<file path="config.mk">
export PLATFORM = sky130hd
export DESIGN_NAME = looper_transport_controller
export DESIGN_NICKNAME = d
export VERILOG_FILES = /design/src/rtl/ltc_pkg.sv /design/src/rtl/looper_transport_controller.sv /design/src/rtl/ltc_core.sv
export SDC_FILE = /design/constraint.sdc
export NUM_CORES = 1
export LEC_CHECK = 0
export BUFFER_PORTS_ARGS = -buffer_cell sky130_fd_sc_hd__clkbuf_2
export CAP_MARGIN = 20
export CORE_ASPECT_RATIO = 0.6
export CORE_UTILIZATION = 45
export CTS_CLUSTER_SIZE = 16
export DETAILED_ROUTE_END_ITERATION = 6
export GPL_TIMING_DRIVEN = 0
export PLACE_DENSITY = 0.63
export SLEW_MARGIN = 20
export SYNTH_ARGS = -nofsm -noshare
export SYNTH_HDL_FRONTEND = slang
export SYNTH_SLANG_ARGS = --single-unit
</file>
<file path="constraint.sdc">
create_clock -name clk -period 9.7 [get_ports clk]
set_input_delay 1.94 -clock clk [delete_from_list [all_inputs] [get_ports clk]]
set_output_delay 1.94 -clock clk [all_outputs]
set_load 0.01 [all_outputs]
</file>
<file path="src/rtl/ltc_pkg.sv">
// Shared types and constants for the looper transport controller.
// Used by ltc_core and looper_transport_controller; depends on nothing else.
package ltc_pkg;

  // Loop store geometry.
  localparam int LOOP_FRAMES = 4096;
  localparam int POS_W       = $clog2(LOOP_FRAMES);
  localparam int LEN_W       = POS_W + 1;

  // Transport modes.
  localparam logic [1:0] MODE_BYPASS  = 2'd0;
  localparam logic [1:0] MODE_RECORD  = 2'd1;
  localparam logic [1:0] MODE_OVERDUB = 2'd2;
  localparam logic [1:0] MODE_PLAY    = 2'd3;

  // Frame actions toward the loop store.
  localparam logic [1:0] ACT_NONE  = 2'd0;
  localparam logic [1:0] ACT_READ  = 2'd1;
  localparam logic [1:0] ACT_RMW   = 2'd2;
  localparam logic [1:0] ACT_WRITE = 2'd3;

  // Request operations.
  localparam logic OP_TICK  = 1'b0;
  localparam logic OP_FRAME = 1'b1;

  // Timing and LED constants.
  localparam logic [15:0] LONG_PRESS_RESET = 16'd1000;
  localparam logic [31:0] FAST_BLINK_MASK  = 32'h0000_0040;
  localparam logic [31:0] SLOW_BLINK_MASK  = 32'h0000_0080;
  localparam int          PLAY_LED_POS     = 5;

  // One accepted request.
  typedef struct packed {
    logic        operation;
    logic        button_level;
    logic [31:0] tick_time;
  } ltc_item_t;

  // One result.
  typedef struct packed {
    logic [1:0]       frame_action;
    logic [POS_W-1:0] frame_index;
    logic             led_on;
    logic             engaged;
    logic [1:0]       mode_now;
  } ltc_result_t;

endpackage

</file>
<file path="src/rtl/looper_transport_controller.sv">
// Top level of the looper transport controller: request and result channels,
// pipeline registers and the long press register. Uses ltc_pkg and ltc_core.
//
// Usage: each request on the in_ channel is either a tick carrying a button
// sample and the tick count, or a codec frame boundary. Every request gives
// exactly one result on the out_ channel: the loop store action and index
// for a frame, the LED level, the engaged flag and the mode after it.
// A request is taken when in_valid is high and in_stall is low; a result
// is taken when out_valid is high and out_stall is low.
// A request is registered in the request register, processed by ltc_core and
// registered again in the result register, which drives out_.
// Throughput: one request per cycle while out_stall is low, set by the
// single pass of transport logic between the request and result registers.
// When the receiver stalls, the result register holds and the request
// register fills; in_stall rises only when both are occupied.
// The cfg_ channel writes long_press_ticks; cfg_ready is always high. Writes
// must be made while no request is in flight; the block does not enforce it.
// Reset clears both pipeline stages, sets bypass mode, zero position and
// length, a released button, LED off and long_press_ticks to 1000.
module looper_transport_controller (
  input  logic        clk,
  input  logic        rst_n,
  input  logic        in_valid,
  output logic        in_stall,
  input  logic        in_operation,
  input  logic        in_button_level,
  input  logic [31:0] in_tick_time,
  output logic        out_valid,
  input  logic        out_stall,
  output logic [1:0]  out_frame_action,
  output logic [11:0] out_frame_index,
  output logic        out_led_on,
  output logic        out_engaged,
  output logic [1:0]  out_mode_now,
  input  logic        cfg_valid,
  output logic        cfg_ready,
  input  logic [15:0] cfg_long_press_ticks
);

  logic                 s1_valid_r;
  ltc_pkg::ltc_item_t   s1_item_r;
  logic                 out_valid_r;
  ltc_pkg::ltc_result_t out_res_r;
  ltc_pkg::ltc_result_t core_res;
  logic [15:0]          lpt_r;
  logic                 s1_adv;
  logic                 s1_load;

  // Pipeline flow control.
  assign s1_adv   = s1_valid_r && (!out_valid_r || !out_stall);
  assign in_stall = s1_valid_r && !s1_adv;
  assign s1_load  = in_valid && !in_stall;

  // Configuration register.
  assign cfg_ready = 1'b1;

  always_ff @(posedge clk) begin
    if (!rst_n) begin
      lpt_r <= ltc_pkg::LONG_PRESS_RESET;
    end else if (cfg_valid && cfg_ready) begin
      lpt_r <= cfg_long_press_ticks;
    end
  end

  // Request register.
  always_ff @(posedge clk) begin
    if (!rst_n) begin
      s1_valid_r <= 1'b0;
    end else if (s1_load) begin
      s1_valid_r <= 1'b1;
    end else if (s1_adv) begin
      s1_valid_r <= 1'b0;
    end
  end

  always_ff @(posedge clk) begin
    if (s1_load) begin
      s1_item_r.operation    <= in_operation;
      s1_item_r.button_level <= in_button_level;
      s1_item_r.tick_time    <= in_tick_time;
    end
  end

  // Transport state and logic.
  ltc_core u_core (
    .clk              (clk),
    .rst_n            (rst_n),
    .step_en          (s1_adv),
    .item             (s1_item_r),
    .long_press_ticks (lpt_r),
    .result           (core_res)
  );

  // Result register.
  always_ff @(posedge clk) begin
    if (!rst_n) begin
      out_valid_r <= 1'b0;
    end else if (s1_adv) begin
      out_valid_r <= 1'b1;
    end else if (!out_stall) begin
      out_valid_r <= 1'b0;
    end
  end

  always_ff @(posedge clk) begin
    if (s1_adv) begin
      out_res_r <= core_res;
    end
  end

  assign out_valid        = out_valid_r;
  assign out_frame_action = out_res_r.frame_action;
  assign out_frame_index  = out_res_r.frame_index;
  assign out_led_on       = out_res_r.led_on;
  assign out_engaged      = out_res_r.engaged;
  assign out_mode_now     = out_res_r.mode_now;

  // The engaged flag always follows the reported mode.
  a_engaged_mode: assert property (@(posedge clk) disable iff (!rst_n)
    out_valid |-> (out_engaged == (out_mode_now != ltc_pkg::MODE_BYPASS)))
    else $error("engaged flag disagrees with mode");

  // No store action means index zero.
  a_none_index: assert property (@(posedge clk) disable iff (!rst_n)
    (out_valid && out_frame_action == ltc_pkg::ACT_NONE) |-> (out_frame_index == '0))
    else $error("index set without a store action");

  // A record write leaves the looper recording or, when the store fills, playing.
  a_write_mode: assert property (@(posedge clk) disable iff (!rst_n)
    (out_valid && out_frame_action == ltc_pkg::ACT_WRITE) |->
      (out_mode_now == ltc_pkg::MODE_RECORD || out_mode_now == ltc_pkg::MODE_PLAY))
    else $error("record write reported in a wrong mode");

  // The request side only stalls when the request register is occupied.
  a_stall_cause: assert property (@(posedge clk) disable iff (!rst_n)
    in_stall |-> (s1_valid_r && out_valid_r && out_stall))
    else $error("request stall without a full pipeline");

endmodule

</file>
<file path="src/rtl/ltc_core.sv">
// Transport state and next-state logic of the looper: mode, loop position,
// loop length, button history, press start and LED level. Uses ltc_pkg.
module ltc_core (
  input  logic                clk,
  input  logic                rst_n,
  input  logic                step_en,
  input  ltc_pkg::ltc_item_t  item,
  input  logic [15:0]         long_press_ticks,
  output ltc_pkg::ltc_result_t result
);

  logic [1:0]               mode_r, mode_nxt;
  logic [ltc_pkg::POS_W-1:0] pos_r, pos_nxt;
  logic [ltc_pkg::LEN_W-1:0] len_r, len_nxt;
  logic                     btn_r, btn_nxt;
  logic [31:0]              press_start_r, press_start_nxt;
  logic                     led_r, led_nxt;

  logic [ltc_pkg::LEN_W-1:0] pos_inc;
  logic [31:0]              held;
  logic [1:0]               action;
  logic [ltc_pkg::POS_W-1:0] index;

  // Next state for one request.
  always_comb begin
    mode_nxt        = mode_r;
    pos_nxt         = pos_r;
    len_nxt         = len_r;
    btn_nxt         = btn_r;
    press_start_nxt = press_start_r;
    led_nxt         = led_r;
    action          = ltc_pkg::ACT_NONE;
    index           = '0;
    pos_inc         = {1'b0, pos_r} + ltc_pkg::LEN_W'(1);
    held            = '0;

    if (item.operation == ltc_pkg::OP_TICK) begin
      btn_nxt = item.button_level;
      // A press steps the transport.
      if (item.button_level && !btn_r) begin
        press_start_nxt = item.tick_time;
        case (mode_r)
          ltc_pkg::MODE_BYPASS: begin
            len_nxt  = '0;
            pos_nxt  = '0;
            mode_nxt = ltc_pkg::MODE_RECORD;
          end
          ltc_pkg::MODE_RECORD: begin
            pos_nxt  = '0;
            mode_nxt = ltc_pkg::MODE_PLAY;
          end
          ltc_pkg::MODE_PLAY: begin
            mode_nxt = ltc_pkg::MODE_OVERDUB;
          end
          default: begin
            mode_nxt = ltc_pkg::MODE_PLAY;
          end
        endcase
      end

      held = item.tick_time - press_start_nxt;

      // Long press check and LED level.
      if (btn_nxt && mode_nxt != ltc_pkg::MODE_BYPASS) begin
        if (held > {16'b0, long_press_ticks}) begin
          len_nxt  = '0;
          pos_nxt  = '0;
          mode_nxt = ltc_pkg::MODE_BYPASS;
        end else begin
          led_nxt = |(item.tick_time & ltc_pkg::FAST_BLINK_MASK);
        end
      end else if (mode_nxt == ltc_pkg::MODE_RECORD ||
                   mode_nxt == ltc_pkg::MODE_OVERDUB) begin
        led_nxt = |(item.tick_time & ltc_pkg::SLOW_BLINK_MASK);
      end else if (mode_nxt == ltc_pkg::MODE_PLAY) begin
        led_nxt = (pos_nxt > ltc_pkg::POS_W'(ltc_pkg::PLAY_LED_POS));
      end else begin
        led_nxt = 1'b0;
      end
    end else begin
      // Frame boundary: pick the store action and move the position.
      case (mode_r)
        ltc_pkg::MODE_PLAY, ltc_pkg::MODE_OVERDUB: begin
          action  = (mode_r == ltc_pkg::MODE_PLAY) ? ltc_pkg::ACT_READ : ltc_pkg::ACT_RMW;
          index   = pos_r;
          pos_nxt = (pos_inc >= len_r) ? '0 : pos_inc[ltc_pkg::POS_W-1:0];
        end
        ltc_pkg::MODE_RECORD: begin
          action  = ltc_pkg::ACT_WRITE;
          index   = pos_r;
          len_nxt = pos_inc;
          if (pos_inc >= ltc_pkg::LEN_W'(ltc_pkg::LOOP_FRAMES)) begin
            pos_nxt  = '0;
            mode_nxt = ltc_pkg::MODE_PLAY;
          end else begin
            pos_nxt = pos_inc[ltc_pkg::POS_W-1:0];
          end
        end
        default: begin
          action = ltc_pkg::ACT_NONE;
        end
      endcase
    end
  end

  // Result of this request: old position as index, the rest after the update.
  always_comb begin
    result.frame_action = action;
    result.frame_index  = index;
    result.led_on       = led_nxt;
    result.engaged      = (mode_nxt != ltc_pkg::MODE_BYPASS);
    result.mode_now     = mode_nxt;
  end

  // Control state.
  always_ff @(posedge clk) begin
    if (!rst_n) begin
      mode_r <= ltc_pkg::MODE_BYPASS;
      pos_r  <= '0;
      len_r  <= '0;
      btn_r  <= 1'b0;
      led_r  <= 1'b0;
    end else if (step_en) begin
      mode_r <= mode_nxt;
      pos_r  <= pos_nxt;
      len_r  <= len_nxt;
      btn_r  <= btn_nxt;
      led_r  <= led_nxt;
    end
  end

  // Press start time is only read while the button is held.
  always_ff @(posedge clk) begin
    if (step_en) begin
      press_start_r <= press_start_nxt;
    end
  end

endmodule

</file>
# Yosys cells after proc, flatten, opt, wreduce, memory -nomap -nowiden
# Index checks and enable logic that the tools add are counted.
[classes]
n_lt_le_gt_ge = 4
addsub = 2
n_reduce_logical = 23
muxes = 36
eq_ne = 9
bitwise = 1
[ops]
columns = ["op", "count"]
rows = [
  ["$mux 12", 8],
  ["$mux 13", 6],
  ["$mux 32", 2],
  ["$gt 32x16->1", 1],
  ["$sub 32x32->32", 1],
  ["$pmux 12 s2", 1],
  ["$mux 2", 8],
  ["$add 12x1->13 const B", 1],
  ["$ge 13x13->1", 1],
  ["$ge 13x13->1 const B", 1],
  ["$gt 12x3->1 const B", 1],
  ["$mux 1", 9],
  ["$eq 2x2->1 const B", 4],
  ["$pmux 2 s2", 2],
  ["$reduce_and 2->1", 4],
  ["$reduce_bool 2->1", 3],
  ["$logic_and 1x1->1", 5],
  ["$logic_not 1->1", 5],
  ["$eq 2x1->1 const B", 2],
  ["$ne 2x1->1 const B", 2],
  ["$reduce_or 2->1", 2],
  ["$ne 3x1->1 const B", 1],
  ["$reduce_or 3->1", 1],
  ["$logic_not 2->1", 1],
  ["2 further kinds", 3],
]
[word_totals]
output_inout_bits = 21
inputBits = 55
elab_cells = 92
regBits = 131

# Depth between registers and ports, before layout
[logic_depth]
ltp_word = 10
depth_mapped = 29
depth_no_buf = 24

# Cells and area by module
# From an unflattened synthesis, not the netlist that was laid out.
[hier_totals]
cells_unflattened = 936
hier_area_um2 = 8753.4
[modules_own_cells]
columns = ["mod", "area_per_inst_um2", "n_inst", "cells_per_inst", "seq_area_each_um2"]
rows = [
  ["ltc_core", 6500.0, 1, 823, 1541.5],
  ["looper_transport_controller", 2253.4, 1, 113, 1921.8],
]

# Worst setup path after synthesis
# No wires, ideal clock.
[synth_timing]
kind = "register to register"
from = "reg s1_item_r[32] (netlist name)"
to = "reg u_core.len_r[10] (netlist name)"
stages_incl_launch_ff = 28
period_less_slack_ps = 5735
slack_ps = 3965
setup_ps = 89
t_arrival_ps = 5646
n_path_buf = 4
required_time_ps = 9611
cell_sequence = "edfxtp_1 nand2b_1 clkbuf_1 clkbuf_1 buf_1 nand2_1 o21ai_0 ha_1 nor2b_1 a211oi_2 a211oi_4 a21oi_1 or2_2 a21oi_1 xnor2_1 ha_1 and4_1 nand3_1 a21oi_1 a2111oi_0 a21oi_1 nor4_1 o2111ai_1 nand4b_1 or3_4 a211o_1 buf_6 o32ai_2"
[synth_via]
elab_chain_cells = 8
elab_cells_between_ends = 13
cone_classes = "1 x add/sub; 1 x order compare; 8 x mux; 3 x reduce/logical"
[synth_lines]
columns = ["element", "line", "rtl"]
rows = [
  ["from (decl)", "looper_transport_controller.sv:41", "ltc_pkg::ltc_item_t s1_item_r;"],
  ["$logic_and 1x1->1", "ltc_core.sv:40", "if (item.button_level && !btn_r) begin"],
  ["$mux 32", "ltc_core.sv:40", ""],
  ["$mux 32", "ltc_core.sv:37", "if (item.operation == ltc_pkg::OP_TICK) begin"],
  ["$sub 32x32->32", "ltc_core.sv:61", "held = item.tick_time - press_start_nxt;"],
  ["$gt 32x16->1", "ltc_core.sv:65", "if (held > {16'b0, long_press_ticks}) begin"],
  ["$mux 13", "ltc_core.sv:65", ""],
  ["$mux 13 (*)", "ltc_core.sv:64", "if (btn_nxt && mode_nxt != ltc_pkg::MODE_BYPASS) begin"],
  ["$mux 13 (*)", "ltc_core.sv:37", ""],
  ["to (signal assigned)", "ltc_core.sv:126", "len_r <= len_nxt;"],
  ["to (decl)", "ltc_core.sv:14", "logic [ltc_pkg::LEN_W-1:0] len_r, len_nxt;"],
]
# Every way passes the cells marked *; elsewhere a longest branch is shown, timed or not. The select of a mux whose other input is x is not followed.
# A chain may end at the register's enable or synchronous reset.

# Final worst setup path
[layout_timing]
from = "reg s1_item_r[32] (netlist name)"
to = "reg u_core.len_r[8] (netlist name)"
# The elaborated chain is that of the path after synthesis.

==> reports/metrics.yaml <==
drt_wl_total_um: 25100
cp_max_fo: 10
core_area_um2: 19300
p_leak_nw: 4.11
via_count: 7803
reg2reg_depth: 26
final.setup.tns_ns: 0
status: "completed"
drive_gt1_share_pct: 12.8
numPortBuffers: 73
worstHoldPathType: "reg -> reg"
final_core_util_pct: 53.3
cts_tree: "built"
startpoint_type: "register"
fin_crit_ns: 7.83
grt_pass1_vias: 6865
r2r-start: "s1_item_r[32]"
end_kind: "register"
worst_slew_pin_slew_ns: 0.900
dr.first_iter.drc_count: 888
final.period_utilization_pct: 80.7
vias_per_cell: 5.70
r2r_end: "u_core.len_r[8]"
critPathKind: "reg -> reg"
synthFlopType: "edfxtp_1"
cap_violations: 0
grt_start_max_net_pins: 27
seq_area_um2: 3460
arrival_ns: 8.17
drc: 0
hold_ws_ns: 0.480
slew_headroom_pct: 40.0
critical_path_required_ns: 10.04
fp.dieH_um: 111
dieArea_um2: 20500
maxSlewViolCount: 0
fin_worst_skew_ns: 0.00864
p_int_mw: 1.11
cts_hold_buf: 0
syn_nets: 1106
cts_resized: 0
critPathCapture: "u_core.len_r[8]"
final_nets: 1200
clockBufferDepth: 2
cts_setup_buffers: 0
clock_latency_ns: 0.44
synth_edf_count: 84
critical_path.startpoint: "s1_item_r[32]"
n_fill_cell: 1841
wl_per_cell_um: 18.4
clock.fmax_mhz: 128
rows: 39
dp_hpwl_um: 19800
syn_area_um2: 8970
layout_commonest_cell: "nand2_1"
synthArstFlopShare_pct: 0
track_usage_pct: 25.4
path_clk_slew_ns: 0.06
final_cell_mix: "nand2_1, inv_1, edfxtp_1"
pwr-share-clk_pct: 37.7
combinationalPowerShare_pct: 23.0
ant_nets: 0
drt-pass1-iter-count: 5
gp_congestion: 0.975
p_sw_uw: 498
sw_frac_of_total_pct: 30.9
clockRootBuffer: "clkbuf_16"
multi_input_area_um2: 4990
antenna_found_initial: 0
grt_pass1_wl_um: 39300
synth_seq_area_share_pct: 38.6
start_util_pct: 46.5
rrSetupSlack_ns: 1.87
vdd_drop_max_v: 0.000128
syn_to_final_growth_pct: 14.6
grt_overflow: 0
hold_viol_final: 0
cts.sinks: 131
cts_htree_levels: 4
setup_viol: 0
rsz0062_at_grt: "no"
power_density_nw_per_um2: 157
seq_power_share_pct: 39.3
synthCells: 994
ys_seq_elements: 131
fp.dieW_um: 184
synth_area_per_cell_um2: 9.02
boundaryPins: 76
synth.distinct_cells: 84
cts_made_buffers: 17
ys_warn_count: 0
-- Yosys cell counts, drive strengths merged (5+ instances only) --
master / n / share of area (%)
ha: 57 / 8.0
dfxtp: 47 / 10
o32ai: 14 / 1.8
or3: 8 / 0.61
nand4: 15 / 1.0
o21bai: 5 / 0.42
xor2: 13 / 1.3
inv: 84 / 3.5
buf: 12 / 0.81
and3: 9 / 0.63
a31oi: 6 / 0.42
edfxtp: 84 / 28
and2: 19 / 1.3
mux2i: 30 / 3.3
and4: 8 / 0.78
xnor2: 21 / 2.1
o21ai: 50 / 2.8
a21o: 12 / 1.0
o2111ai: 8 / 0.78
nand3: 26 / 1.5
a41oi: 5 / 0.49
o22ai: 5 / 0.42
clkbuf: 38 / 1.6
a211oi: 9 / 0.95
o21a: 5 / 0.42
nand2: 99 / 4.1
a21oi: 71 / 4.0
maj3: 6 / 0.67
a311oi: 6 / 0.59
nand2b: 25 / 1.7
nor3: 18 / 1.0
nor2b: 12 / 0.84
o211ai: 16 / 1.3
o31ai: 14 / 1.8
nor4: 9 / 0.63
nor2: 67 / 2.8
-- worst max-delay path: stages (launching register included) --
cell and delay (ns):
edfxtp_1 0.46, nand2b_1 0.20, clkbuf_1 0.41, clkbuf_1 0.59, clkbuf_1 0.49, o21ai_0 0.21, ha_1 0.26, nor3b_1 0.39
o21bai_1 0.22, a211oi_4 0.10, a21oi_1 0.57, or2_2 0.25, a21oi_1 0.07, xnor2_1 0.35, ha_1 0.32, and4_1 0.22
nand3_1 0.10, a21oi_1 0.05, a2111oi_0 0.31, a21oi_1 0.18, nor4_1 0.37, o2111ai_1 0.17, nand4b_1 0.20, or3_4 0.42
a211o_1 0.38, buf_6 0.20, o32ai_2 0.24
-- metrics by stage --
| stage | std cells | worst slack, ns | total power, mW | cell area [µm²] |
|---|---|---|---|---|
| 6_report | 1368 | 1.87 | 1.61 | 10300 |
| 5_1_grt | 1367 | 1.33 | 1.69 | 10300 |
| 2_1_floorplan | 994 | 3.96 | 0.890 | 8970 |
| 3_3_place_gp | 1333 | 2.08 | 0.999 | 9670 |
| 4_1_cts | 1367 | 1.97 | 1.61 | 10300 |
| 3_5_place_dp | 1335 | 2.03 | 1.00 | 9720 |
-- kinds of logic after synthesis --
family                     after synthesis  share of synthesized area [%]
muxes                                   32                           3.60
buffers and inverters                  135                           5.96
AOI/OAI and AO/OA                      262                           20.9
adders and majority gates               63                           8.62
xor gates and xnor gates                34                           3.40
DFF                                    131                           38.6
and+or+nand+nor                        336                           18.9
other                                    1                         0.0418
-- worst min-delay path by stage --
stage                          startpoint               to  slack (ns)  depth (start not counted)
after floorplan                s1_valid_r        out_valid        0.45                          2
after global placement    u_core.len_r[0]  u_core.len_r[0]        0.47                          2
after detailed placement  u_core.len_r[0]  u_core.len_r[0]        0.47                          2
after CTS                 u_core.len_r[0]  u_core.len_r[0]        0.48                          2
after global routing      u_core.len_r[0]  u_core.len_r[0]        0.49                          2
final                     u_core.len_r[0]  u_core.len_r[0]        0.48                          2
-- power groups by stage --
stage / clock network [mW] / registers, mW / logic (mW)
after global routing: 0.646 / 0.636 / 0.405
after floorplan: 0 / 0.643 / 0.247
after CTS: 0.620 / 0.633 / 0.361
after detailed placement: 0 / 0.645 / 0.358
final: 0.607 / 0.633 / 0.370
after global placement: 0 / 0.645 / 0.354
-- layout make-up --
| cell class | count | share of cell area (%) |
|---|---|---|
| clock inverters | 10 | 0.804 |
| clock buffers | 22 | 4.52 |
| multi-input cells | 728 | 48.6 |
| diodes | 1 | 0.0244 |
| well taps | 266 | 3.24 |
| inverters | 85 | 3.10 |
| flip-flops and latches | 131 | 33.7 |
| repair buffers | 75 | 3.94 |
| plain buffers | 50 | 2.09 |
-- sequential cells by signal, summed over array words and instances, names as in the netlist --
signal,flops
u_core.led_r,1
u_core.mode_r,2
out_led_on,1
out_engaged,1
out_mode_now,2
u_core.pos_r,12
out_valid,1
u_core.press_start_r,32
s1_item_r,34
lpt_r,16
u_core.len_r,13
u_core.btn_r,1
out_frame_action,2
out_frame_index,12
s1_valid_r,1
-- routing by layer --
layer	share of wire [%]	GRT usage, %
met5	0	0
met2	34	29.2
met1	56	43.3
met3	9.1	7.03
met4	0.87	6.28
Power figures use the tool's default switching activity.
